$ cat config.mk
export PLATFORM = sky130hd
export DESIGN_NAME = mpfd_ctrl
export DESIGN_NICKNAME = d
export VERILOG_FILES = /design/src/hw/rtl/mpfd_pkg.sv /design/src/hw/rtl/mpfd_ctrl.sv
export SDC_FILE = /design/constraint.sdc
export NUM_CORES = 1
export LEC_CHECK = 0
export BUFFER_PORTS_ARGS = -buffer_cell sky130_fd_sc_hd__buf_2
export CORE_AREA = 2 2 39 41
export CTS_BUF_LIST = sky130_fd_sc_hd__clkbuf_4 sky130_fd_sc_hd__clkbuf_8
export DETAILED_ROUTE_END_ITERATION = 16
export DIE_AREA = 0 0 41 43
export HOLD_SLACK_MARGIN = 0.15
export PLACE_DENSITY = 0.72
export SLEW_MARGIN = 40
export SYNTH_ARGS = -nofsm -noshare
export SYNTH_HDL_FRONTEND = slang
export SYNTH_SLANG_ARGS = --single-unit
$ cat constraint.sdc
create_clock -name clk -period 3.3 [get_ports clk]
set_input_delay 0.66 -clock clk [delete_from_list [all_inputs] [get_ports clk]]
set_output_delay 0.66 -clock clk [all_outputs]
set_load 0.01 [all_outputs]
$ cat src/hw/rtl/mpfd_pkg.sv
`default_nettype none
package mpfd_pkg;
  localparam int DISPLAY_WIDTH_DEF  = 128;
  localparam int DISPLAY_HEIGHT_DEF = 64;
  localparam int BUFFER_BYTES_DEF   = 1024;

  localparam logic [2:0] OP_PIXEL = 3'd0;
  localparam logic [2:0] OP_HLINE = 3'd1;
  localparam logic [2:0] OP_VLINE = 3'd2;
  localparam logic [2:0] OP_RECT  = 3'd3;
  localparam logic [2:0] OP_FILL  = 3'd4;
  localparam logic [2:0] OP_CLEAR = 3'd5;
  localparam logic [2:0] OP_SPAN  = 3'd6;
  localparam logic [2:0] OP_READ  = 3'd7;

  // datapath command from the controller
  typedef struct packed {
    logic       load;      // capture the input beat
    logic       seg_init;  // set up walker for segment seg
    logic [1:0] seg;       // outline segment, also selects line kind
    logic       step;      // visit current point, advance
    logic       wr;        // write back the fetched byte
  } mpfd_cmd_t;

  typedef struct packed {
    logic seg_last;  // current point is the last of the walk
    logic seg_empty; // walk has no points
  } mpfd_sts_t;
endpackage
`default_nettype wire

$ cat src/hw/rtl/mpfd_ctrl.sv
`default_nettype none
module mpfd_ctrl (
  input  wire                 clk,
  input  wire                 rst_n,
  input  wire                 in_valid,
  output logic                in_stall,
  output logic                out_valid,
  input  wire                 out_stall,
  input  wire [2:0]           in_op,
  input  wire [2:0]           op_q,
  input  wire                 clr_busy,
  input  wire mpfd_pkg::mpfd_sts_t sts,
  output mpfd_pkg::mpfd_cmd_t cmd
);
  import mpfd_pkg::*;

  localparam logic [2:0] S_IDLE  = 3'd0;
  localparam logic [2:0] S_INIT  = 3'd1;
  localparam logic [2:0] S_STEP  = 3'd2;
  localparam logic [2:0] S_WR    = 3'd3;
  localparam logic [2:0] S_NEXT  = 3'd4;
  localparam logic [2:0] S_CLR   = 3'd5;
  localparam logic [2:0] S_DONE  = 3'd6;

  logic [2:0] st_r, st_nxt;
  logic [1:0] seg_r, seg_nxt;
  logic       last_r, last_nxt;
  logic       ov_r, ov_nxt;
  logic       acc;

  assign in_stall  = (st_r != S_IDLE) || clr_busy;
  assign acc       = in_valid && !in_stall;
  assign out_valid = ov_r;

  always_comb begin
    st_nxt   = st_r;
    seg_nxt  = seg_r;
    last_nxt = last_r;
    ov_nxt   = ov_r && out_stall;
    cmd      = '0;
    cmd.seg  = seg_r;
    unique case (st_r)
      S_IDLE: begin
        if (acc) begin
          cmd.load = 1'b1;
          seg_nxt  = 2'd0;
          st_nxt   = (in_op == OP_CLEAR) ? S_CLR : S_INIT;
        end
      end
      S_INIT: begin
        cmd.seg_init = 1'b1;
        st_nxt = S_STEP;
      end
      S_STEP: begin
        if (sts.seg_empty) begin
          st_nxt = S_NEXT;
        end else begin
          cmd.step = 1'b1;
          last_nxt = sts.seg_last;
          st_nxt   = S_WR;
        end
      end
      S_WR: begin
        if (op_q == OP_READ) begin
          st_nxt = S_DONE;
        end else begin
          cmd.wr = 1'b1;
          st_nxt = last_r ? S_NEXT : S_STEP;
        end
      end
      S_NEXT: begin
        if (op_q == OP_RECT && seg_r != 2'd3) begin
          seg_nxt = seg_r + 2'd1;
          st_nxt  = S_INIT;
        end else begin
          st_nxt = S_DONE;
        end
      end
      S_CLR: begin
        if (!clr_busy) st_nxt = S_DONE;
      end
      S_DONE: begin
        if (!ov_r || !out_stall) begin
          ov_nxt = 1'b1;
          cmd.wr = 1'b1;
          st_nxt = S_IDLE;
        end
      end
      default: st_nxt = S_IDLE;
    endcase
  end

  always_ff @(posedge clk) begin
    if (!rst_n) begin
      st_r   <= S_IDLE;
      ov_r   <= 1'b0;
      seg_r  <= 2'd0;
      last_r <= 1'b0;
    end else begin
      st_r   <= st_nxt;
      ov_r   <= ov_nxt;
      seg_r  <= seg_nxt;
      last_r <= last_nxt;
    end
  end

  assert property (@(posedge clk) disable iff (!rst_n)
    acc |=> st_r != S_IDLE) else $error("accepted beat left idle");
  assert property (@(posedge clk) disable iff (!rst_n)
    (ov_r && out_stall) |=> ov_r) else $error("result lost");
  assert property (@(posedge clk) disable iff (!rst_n)
    cmd.step |-> st_r == S_STEP) else $error("stray step");
endmodule
`default_nettype wire

# Word-level counts from Yosys, hierarchy flattened
# Index checks and enable logic that the tools add are counted.
[op_classes]
eq_ne = 14
reduce_logical = 14
n_mux = 22
n_addsub = 1
bitwise = 1
[op_table]
columns = ["cell", "n"]
rows = [
  ["two-way mux 3 bit", 8],
  ["case mux 3 bit (7 select lines)", 1],
  ["equality test 3 bit (second input constant)", 5],
  ["inequality test 2 bit (second input constant)", 5],
  ["equality test 3 x 2 -> 1 bit (second input constant)", 3],
  ["two-way mux 1 bit", 9],
  ["AND reduction 3 bit", 2],
  ["two-way mux 2 bit", 2],
  ["case mux 2 bit (2 select lines)", 1],
  ["equality test 3 x 1 -> 1 bit (second input constant)", 1],
  ["logical AND 1 bit", 3],
  ["zero test 1 bit", 3],
  ["zero test 3 bit", 1],
  ["nonzero test 3 bit", 1],
  ["adder 2 x 1 -> 2 bit (second input constant)", 1],
  ["logical OR 1 bit", 2],
  ["case mux 1 bit (2 select lines)", 1],
  ["AND reduction 2 bit", 1],
  ["nonzero test 2 bit", 1],
  ["inverter 1 bit", 1],
]
[word_totals]
reg_bits = 7

# Depth between registers and ports, before layout
# Gate-level depths: netlist of the first run.
[logic_depth]
depth_word = 6
mapped_depth = 5
depth_no_buf = 5

# Worst setup path before layout of the first run
# OpenSTA, ideal clock, no wires.
[synth_path]
path_type = "input-to-output"
from = "input op_q[2]"
to = "output cmd[0] (netlist name)"
slack_ps = 1441
n_path_buf = 0
cell_stages = 4
arrival_ps = 1199
path_cell_list = "and3_1 > nor2_1 > nand2_1 > a21oi_1"
[synth_rtl]
columns = ["item", "line", "rtl"]
rows = [
  ["start, declared", "mpfd_ctrl.sv:10", "input wire [2:0] op_q,"],
  ["end, declared", "mpfd_ctrl.sv:13", "output mpfd_pkg::mpfd_cmd_t cmd"],
]

==> results of run 1 <==
==> flip-flops by register name (all words and copies together) (netlist names) <==
name,flops
last_r,1
out_valid,1
seg_r,2
st_r,3
==> cells by family (layout without fill, tap and decap cells) <==
group / Yosys count / in the layout
flip-flops: 7 / 7
AO/OA/AOI/OAI: 18 / 18
buffers and inverters: 7 / 28
adder cells (fa/ha/maj): 1 / 1
multiplexers: 1 / 1
AND/OR/NAND/NOR: 33 / 33
==> power by group through the flow <==
stage	Clock, mW	Combinational (mW)	Sequential [mW]
finish	0.0816	0.0597	0.101
detailed placement	0	0.0597	0.103
global route	0.0934	0.0673	0.103
CTS	0.0852	0.0600	0.101
floorplan	0	0.0487	0.0940
global placement	0	0.0586	0.103
==> worst max-delay path by stage <==
stage,to,from,cells after the start
5_1_grt,cmd[5],st_r[0]$_SDFFE_PN0P_,4
2_1_floorplan,cmd[0],op_q[2],4
4_1_cts,cmd[5],st_r[0]$_SDFFE_PN0P_,4
6_report,cmd[5],st_r[0]$_SDFFE_PN0P_,4
3_5_place_dp,cmd[5],clr_busy,5
3_3_place_gp,cmd[0],op_q[2],6
==> layout make-up <==
type	instances	share of cell area
Clock buffer	4	0.0468
Inverter	4	0.0234
Tap cell	16	0.0312
Timing Repair Buffer	20	0.156
Sequential cell	7	0.218
Multi-Input combinational cell	53	0.524
==> per-stage QoR <==
stage | total power [mW] | utilization
after floorplan | 0.143 | -
after global placement | 0.161 | 0.442
after detailed placement | 0.162 | 0.442
after CTS | 0.246 | 0.464
after global routing | 0.263 | 0.464
final | 0.243 | 0.464
==> synth_stat cells (2+ instances only) <==
library cell	number
sky130_fd_sc_hd__nand3b_1	2
sky130_fd_sc_hd__or3_1	2
sky130_fd_sc_hd__nor2b_1	2
sky130_fd_sc_hd__a21boi_1	3
sky130_fd_sc_hd__buf_2	3
sky130_fd_sc_hd__dfxtp_1	7
sky130_fd_sc_hd__a21oi_1	3
sky130_fd_sc_hd__nand2b_1	3
sky130_fd_sc_hd__and3_1	2
sky130_fd_sc_hd__nor2_1	4
sky130_fd_sc_hd__and2_1	3
sky130_fd_sc_hd__o21ai_0	4
sky130_fd_sc_hd__inv_1	4
sky130_fd_sc_hd__nand3_1	2
sky130_fd_sc_hd__nand2_1	8
==> worst max-delay path, stage by stage, from the launching register on <==
cell and delay (ns):
sky130_fd_sc_hd__dfxtp_1 0.43, sky130_fd_sc_hd__nor4_1 0.42, sky130_fd_sc_hd__nand2_1 0.16, sky130_fd_sc_hd__inv_1 0.07
sky130_fd_sc_hd__buf_2 0.12
==> layer usage <==
| metal | global-route usage | share of wire | up-vias |
|---|---|---|---|
| met2 | 0.209 | 0.48 | 13 |
| met1 | 0.178 | 0.48 | 231 |
| met3 | 0.0471 | 0.039 | 0 |
| met4 | 0.0600 | 0 | 0 |
| met5 | 0 | 0 | - |
| li1 | - | - | 286 |
==> results summary, run 1 <==
The portion of total power attributed to combinational logic came out at 0.246. The number of failing hold endpoints at the final stage came out at 0. The signal arrival time at the worst endpoint came out at 1.44 ns.

The top flip-flop cell by instance count after synthesis is sky130_fd_sc_hd__dfxtp_1. The die outline area is 1760 um^2. The xor and xnor area share after synthesis is 0. STA classifies the critical path endpoint as a primary output. The clock skew came out at 0.00131 ns. Buffers placed on the I/O ports in this run total 20. The detailed router placed 530 vias in this run.

The area of the multi-input gates came out at 337 um^2. The worst path needs 2.10 ns of the cycle, external delays included. Of the total power, the clock network draws 0.336. Prior to clock tree synthesis, the placed netlist has a worst setup slack of 1.22 ns. In the final timing run, aggregate negative setup slack is 0 ns. The global placer's final weighted congestion is 0.748.

Counting the fill cells in the layout gives 151. The number of synthesized flops with an enable pin is 0. The final cell count without fillers is 104. The required arrival time at the worst endpoint is 2.64 ns. The post-synthesis mux area share came out at 0.0198. The insertion delay of the later-clocked pin in the worst-skew pair is 0.24 ns. The overall track demand over capacity in global routing is 0.141.

The Yosys step of the flow raised 0 warnings. The static leakage power came out at 0.276 nW. The proportion of synthesized chip area in sequential cells is 0.277. The detail route stage leaves a number of antenna-violating nets equal to 0. The cell area after placement came out at 612 um^2. Entering global routing, the biggest net connects 17 pins. The DRC violations left is 0. The portion of synthesized cell area occupied by the leading cell type is 0.277.

The total congestion overflow came out at 0. Of the total synthesized cell area, the portion taken by AND, OR, NAND and NOR gates is 0.370. Of the total power, registers draw 0.418.

The number of standard-cell rows in the floorplan came out at 14. The logic depth of the worst register-to-register path is 5. The clock sink count is 7. The count of pins on the block boundary came out at 21. The net count of the mapped netlist is 81. In this run the critical register-to-register path is launched from seg_r[0]$_SDFFE_PN0P_. The worst hold path was traced through 2 stages. The average footprint of a synthesized cell is 7.56 um^2. The fraction of registers with async set/reset is 0. Relative to the synthesized area, the layout overhead comes to 26.7%. After layout, the worst setup slack is 1.20 ns. The proportion of layout cells with a drive suffix above 1 is 0.295. No sink is reached through more buffers than the 2 on the longest clock path.

For this configuration, the core starts out at a cell density of 0.366. The fraction of the mapped netlist area in compound gates came out at 0.249. Once detailed placement completed, the half-perimeter wirelength came to 877 um. The minimum hold slack is 0.497 ns.

The global-route wire length before repair came out at 1.69 mm. For the pin with the worst max-slew slack, the measured transition is 0.443 ns. The largest fanout on the critical path is 16.

For this design, the CTS-stage hold fixing added 0 buffers. The via count of the first global-routing pass was 412. The peak supply drop is 0.214 mV. The worst setup path is of the reg -> out kind. The worst register-to-register path has a setup slack of 1.78 ns. The most common library cell in the layout ignoring fill and taps is sky130_fd_sc_hd__buf_2.

The synthesized area is 507 um^2. The total wire length is 1.10 mm. The maximum frequency from static timing analysis is 0.476 GHz.

After detailed routing, the average wire length per cell comes to 10.6 um. The library cell occupying the most area in the post-synthesis netlist is sky130_fd_sc_hd__dfxtp_1. Of the total power, the share spent switching nets is 0.281. The worst hold path terminates at seg_r[1]$_SDFFE_PN0P_. The sequential cells in the finished layout cover a total of 140 um^2. The die width came out at 41 um.

The number of violations reported at the end of detailed-routing iteration 0 is 5. The net load switching power came out at 0.0682 mW. Counting flops and latches in the post-synthesis netlist gives 7. The number of diodes is 0. The worst setup path is launched from a flip-flop. The endpoint of the lowest-slack register-to-register path is seg_r[0]$_SDFFE_PN0P_. The number of library cell types mapped by synthesis is 30. Dividing the detail-routed via count by the number of cells gives 5.10. Setup repair after global routing left no endpoint under its margin. In this run, CTS created clock tree buffers numbering 3. The TritonCTS clock tree is built. The adder and majority cell fraction of the synthesized area came out at 0.0247. Measured against its own limit, the worst slew margin works out to 0.704. The internal power consumption came out at 0.174 mW. The min-delay analysis places its worst path in the category reg -> reg. CTS built an H-tree with a depth of 1. The vertical die dimension is 43 um. At the end of the flow, the number of nets in the layout was 103. The number of gates resized after cts came out at 0. The run finished with clean final reports.

Max-cap violations in this run came to 0. The number of placed instances, taps included is 100. The number of antenna violations at the first check in global routing was 0. The power density relative to cell area is 378 nW/um^2. The finished cells cover 642 um^2. The start point of the worst hold path is seg_r[1]$_SDFFE_PN0P_.

The count of mapped cells out of synthesis came out at 67. Ranked by total cell area, the synthesized netlist is headed by sky130_fd_sc_hd__dfxtp_1 (28%), sky130_fd_sc_hd__nand2_1 (5.9%), sky130_fd_sc_hd__a21boi_1 (4.4%). The fraction of the cycle the final worst path needs is 0.637. The post-CTS setup repair buffer count came out at 0.

The post-CTS clock slew at the launch and capture registers of the worst setup and hold paths is 0.05 ns. In this run the clock root is driven by a sky130_fd_sc_hd__clkbuf_4. Before antenna repair, the detailed router went through 4 iterations. Setup violations remaining at the end of the flow were counted as 0. The core region area came out at 1380 um^2. The number of max-slew violations in the final report is 0. After synthesis, the largest family of logic cells by area is simple AND/OR/NAND/NOR gates. In the layout the commonest cells are sky130_fd_sc_hd__buf_2 (20), sky130_fd_sc_hd__nand2_1 (8), sky130_fd_sc_hd__dfxtp_1 (7).
(Power assumes the default switching activity.)
==> inputs of run 2 (changes only) <==
- ABC_AREA: default -> 1
- PLACE_DENSITY: 0.72 -> 0.76
- clock period: 3.3 -> 1.75 ns (I/O delays scaled with it)
==> run 2 against run 1 <==
Against the previous run: total power increased by 95%; synthesized cell count rose by 22%; register-to-register slack worse by 1.4 ns; final cell count increased by 16%; wire length down 4.7%; clock skew increased by 0.0031 ns; area after synthesis up 4.0%; sequential power rose by 79%; highest routed layer is now met4.
==> results summary, run 2 <==
The run finished with clean final reports. The yosys synthesis warning count came to 0 (unchanged). The clock root buffer is sky130_fd_sc_hd__clkbuf_4. The area of the multi-input gates came out at 310 um^2 (-7.8%). The count of pins on the block boundary is 21 (unchanged).

The clock tree buffer depth is 2 (unchanged). The number of violations reported at the end of detailed-routing iteration 0 is 5 (unchanged). The fraction of the cycle the final worst path needs came out at 0.917. The post-CTS setup repair buffer count came to 0 (unchanged).

The cell area after placement is 636 um^2 (+3.9%). TritonCTS built the clock tree. Ranked by instance count, the synthesized netlist is headed by sky130_fd_sc_hd__nand2_1 (17), sky130_fd_sc_hd__inv_1 (11), sky130_fd_sc_hd__nand3_1 (10). The largest fanout on the critical path came out at 5 (-11).

The type of the tightest min-delay check is in -> reg. The DRC violations left came out at 0 (unchanged). The post-placement setup slack is 0.349 ns (-0.867 ns). The vertical die dimension came out at 43 um (unchanged). The proportion of layout cells with a drive suffix above 1 came out at 0.381 (+0.0855). The number of antenna violations at the first check in global routing is 0 (unchanged).

The core region area is 1380 um^2 (unchanged). The number of library cell types mapped by synthesis was 17 (-43%). The die outline area is 1760 um^2 (unchanged). The detail-routed via count per cell came out at 4.58 (-10%). The most critical setup path has its startpoint at st_r[0]$_SDFFE_PN0P_. Setup repair after global routing left no endpoint under its margin. The portion of synthesized cell area occupied by the leading cell type came out at 0.266 (-0.0105). The met2 track demand over resource is 0.228 (+0.0187). The number of H-tree levels is 1 (unchanged). The average footprint of a synthesized cell came to 6.42 um^2 (-15%).

The total of flip-flops plus latches after synthesis came to 7 (unchanged). The signal arrival time at the worst endpoint is 1.26 ns (-0.18 ns). The via count of the first global-routing pass is 503 (+22%). The maximum number of pins on one net before global-route repair came out at 9 (-8).

The number of cells on the worst hold path came out at 3 (+1). The clock sink count is 7 (unchanged). The most common library cell in the layout ignoring fill and taps is sky130_fd_sc_hd__buf_2. The effective utilization at floorplan is 0.381 (+0.0145). The shortest clock period the worst path allows after layout is 1.61 ns.

The filler cell count in the final layout came out at 151 (unchanged). The proportion of synthesized chip area in sequential cells was 0.266 (-0.0105). The post-CTS clock slew at the launch and capture registers of the worst setup and hold paths was 0.05 ns (about the same). The final design utilization came out at 0.482 (+0.0181). The peak supply drop is 0.416 mV (+94%). The transition time of the tightest slew-check pin was 0.229 ns (-0.214 ns).

The number of diodes came out at 0 (unchanged). The number of max-slew violations in the final report is 0 (unchanged). The number of synthesized flops with an enable pin is 0 (unchanged). The number of buffers inserted during clock tree synthesis is 3 (unchanged). The final cell area excluding filler cells is 667 um^2 (+3.9%). The number of failing hold endpoints at the final stage came out at 0 (unchanged). The global-route track usage on met1 came to 0.194 (+0.0162). The startpoint-to-endpoint class of the critical path is reg -> out.

The number of standard-cell rows in the floorplan was 14 (unchanged). The flip-flop count of the largest register after layout is 3 (unchanged). The setup slack after layout is 0.145 ns (-1.05 ns).

The power density relative to cell area was 708 nW/um^2 (+87%). The count of mapped cells out of synthesis came to 82 (+22%). The number of vias in the routed layout is 554 (+4.5%). The global-route wire length before repair is 1.86 mm (+10%). The fraction of met3 tracks used by global routing came out at 0.0314 (-0.0157).

The insertion delay of the later-clocked pin in the worst-skew pair came out at 0.24 ns (about the same). The antenna violation net count after detailed routing is 0 (unchanged). The worst-case headroom to the max-slew limit came out at 0.847 (+0.143). The total wire length was 1.05 mm (-4.7%). STA classifies the critical path startpoint as a flip-flop. The overall track demand over capacity in global routing came out at 0.155 (+0.0141).

The fraction of registers with async set/reset came out at 0 (unchanged). The register with the most flip-flops is st_r. The number of input and output port buffers inserted came out at 20 (unchanged). The number of gates resized after cts came out at 0 (unchanged). The clock skew is 0.00444 ns (+0.00312 ns). Derived from the worst setup path, the maximum achievable clock frequency is 0.623 GHz. For this run, the leading register cell type out of synthesis is sky130_fd_sc_hd__dfxtp_1.

Yosys attributes the largest share of cell area to sky130_fd_sc_hd__dfxtp_1 (27%), sky130_fd_sc_hd__nand2_1 (12%), sky130_fd_sc_hd__nand3_1 (9.5%). The die width is 41 um (unchanged). The source of the worst register-to-register timing path is seg_r[0]$_SDFFE_PN0P_.

The synthesized area came out at 527 um^2 (+4.0%). The logic depth of the worst register-to-register path came out at 7 (+2). The synthesis-to-finish area growth came to 26.6% (about the same). The number of search-and-repair iterations in the first detailed-routing pass is 4 (unchanged). Leaving out fill and tap cells, the most frequent cells in the layout are sky130_fd_sc_hd__buf_2 (20), sky130_fd_sc_hd__nand2_1 (17), sky130_fd_sc_hd__inv_1 (11). The required arrival time at the worst endpoint came out at 1.40 ns (-1.24 ns). Yosys instantiated no cell more often than sky130_fd_sc_hd__nand2_1. The combined flip-flop and latch cell area came to 141 um^2 (+0.89%).

The net count of the mapped netlist came to 96 (+19%). The post-layout net count is 120 (+17%). The quantity of hold-fixing buffers added after cts came out at 0 (unchanged). The layer flagged by global routing as most heavily used is met2.

In this run the most critical hold path is launched from rst_n. The library cell occupying the most area in the post-synthesis netlist is sky130_fd_sc_hd__dfxtp_1. The worst setup path is captured at a primary output. The routed length per instance is 8.64 um (-18%). The HPWL after detailed placement came out at 918 um (+4.7%).

The final count of negative-setup-slack endpoints is 0 (unchanged). The sum of negative setup slack came out at 0 ns (unchanged). The number of violations of the max-capacitance limit is 0 (unchanged).

The global placer's final weighted congestion is 0.748 (about the same). The largest registers in the layout are st_r x3, seg_r x2. The static leakage power came out at 0.363 nW (+32%). The total congestion overflow came out at 0 (unchanged).
[run 2: cell types whose count changed after synthesis, sizes merged, moves of 3 or more]
cell	previous run	this run
a21boi	3	0
a21oi	3	9
and2	3	0
inv	4	15
nand2	8	20
nand2b	3	0
nand3	2	12
nor2	4	13
[run 2: path summary, 6_finish.rpt]
| path | endpoint | slack, ns |
|---|---|---|
| setup reg to reg | st_r[2]$_SDFFE_PN0P_ | 0.43 |
| setup / recovery | cmd[0] | 0.14 |
| hold / removal | last_r$_SDFFE_PN0P_ | 0.35 |
| hold reg to reg | last_r$_SDFFE_PN0P_ | 0.47 |
[run 2: cell type report]
cell class	count	area share
inverter	16	0.0976
timing repair buffer	20	0.150
clock buffer	4	0.0450
multi-input combinational	58	0.465
sequential	7	0.212
tap	16	0.0300
[run 2: metrics by stage]
stage,hold slack [ns],power (mW),cells
3_5_place_dp,0.466,0.319,117
5_1_grt,0.370,0.512,121
3_3_place_gp,0.461,0.317,117
2_1_floorplan,0.444,0.284,82
4_1_cts,0.352,0.480,121
6_report,0.354,0.472,121
[run 2: power by group]
| part | internal, mW | leakage [nW] | switching [mW] |
|---|---|---|---|
| Sequential | 0.168 | 0.0572 | 0.0129 |
| Clock | 0.102 | 0.0184 | 0.0551 |
| Combinational | 0.0528 | 0.287 | 0.0813 |
| Total | 0.323 | 0.363 | 0.149 |
[run 2: cells by family after synthesis]
family                   after synthesis  synth area share
buffers and inverters                 17             0.145
flip-flops                             7             0.266
AND/OR/NAND/NOR                       46             0.461
adder cells (fa/ha/maj)                1            0.0237
AO/OA/AOI/OAI                         11             0.105
[run 2: metal layers]
metal | vias to the layer above | wire (um)
li1 | 304 | -
met1 | 240 | 453
met2 | 8 | 518
met3 | 2 | 56
met4 | 0 | 19
met5 | - | 0
[run 2: worst max-delay path: stages (launching register included)]
cell and delay [ns]:
sky130_fd_sc_hd__dfxtp_1 0.42, sky130_fd_sc_hd__inv_2 0.07, sky130_fd_sc_hd__nor2_2 0.12, sky130_fd_sc_hd__inv_2 0.05, sky130_fd_sc_hd__nor2_2 0.09, sky130_fd_sc_hd__nand2_1 0.06
sky130_fd_sc_hd__o21ai_0 0.06, sky130_fd_sc_hd__buf_2 0.15
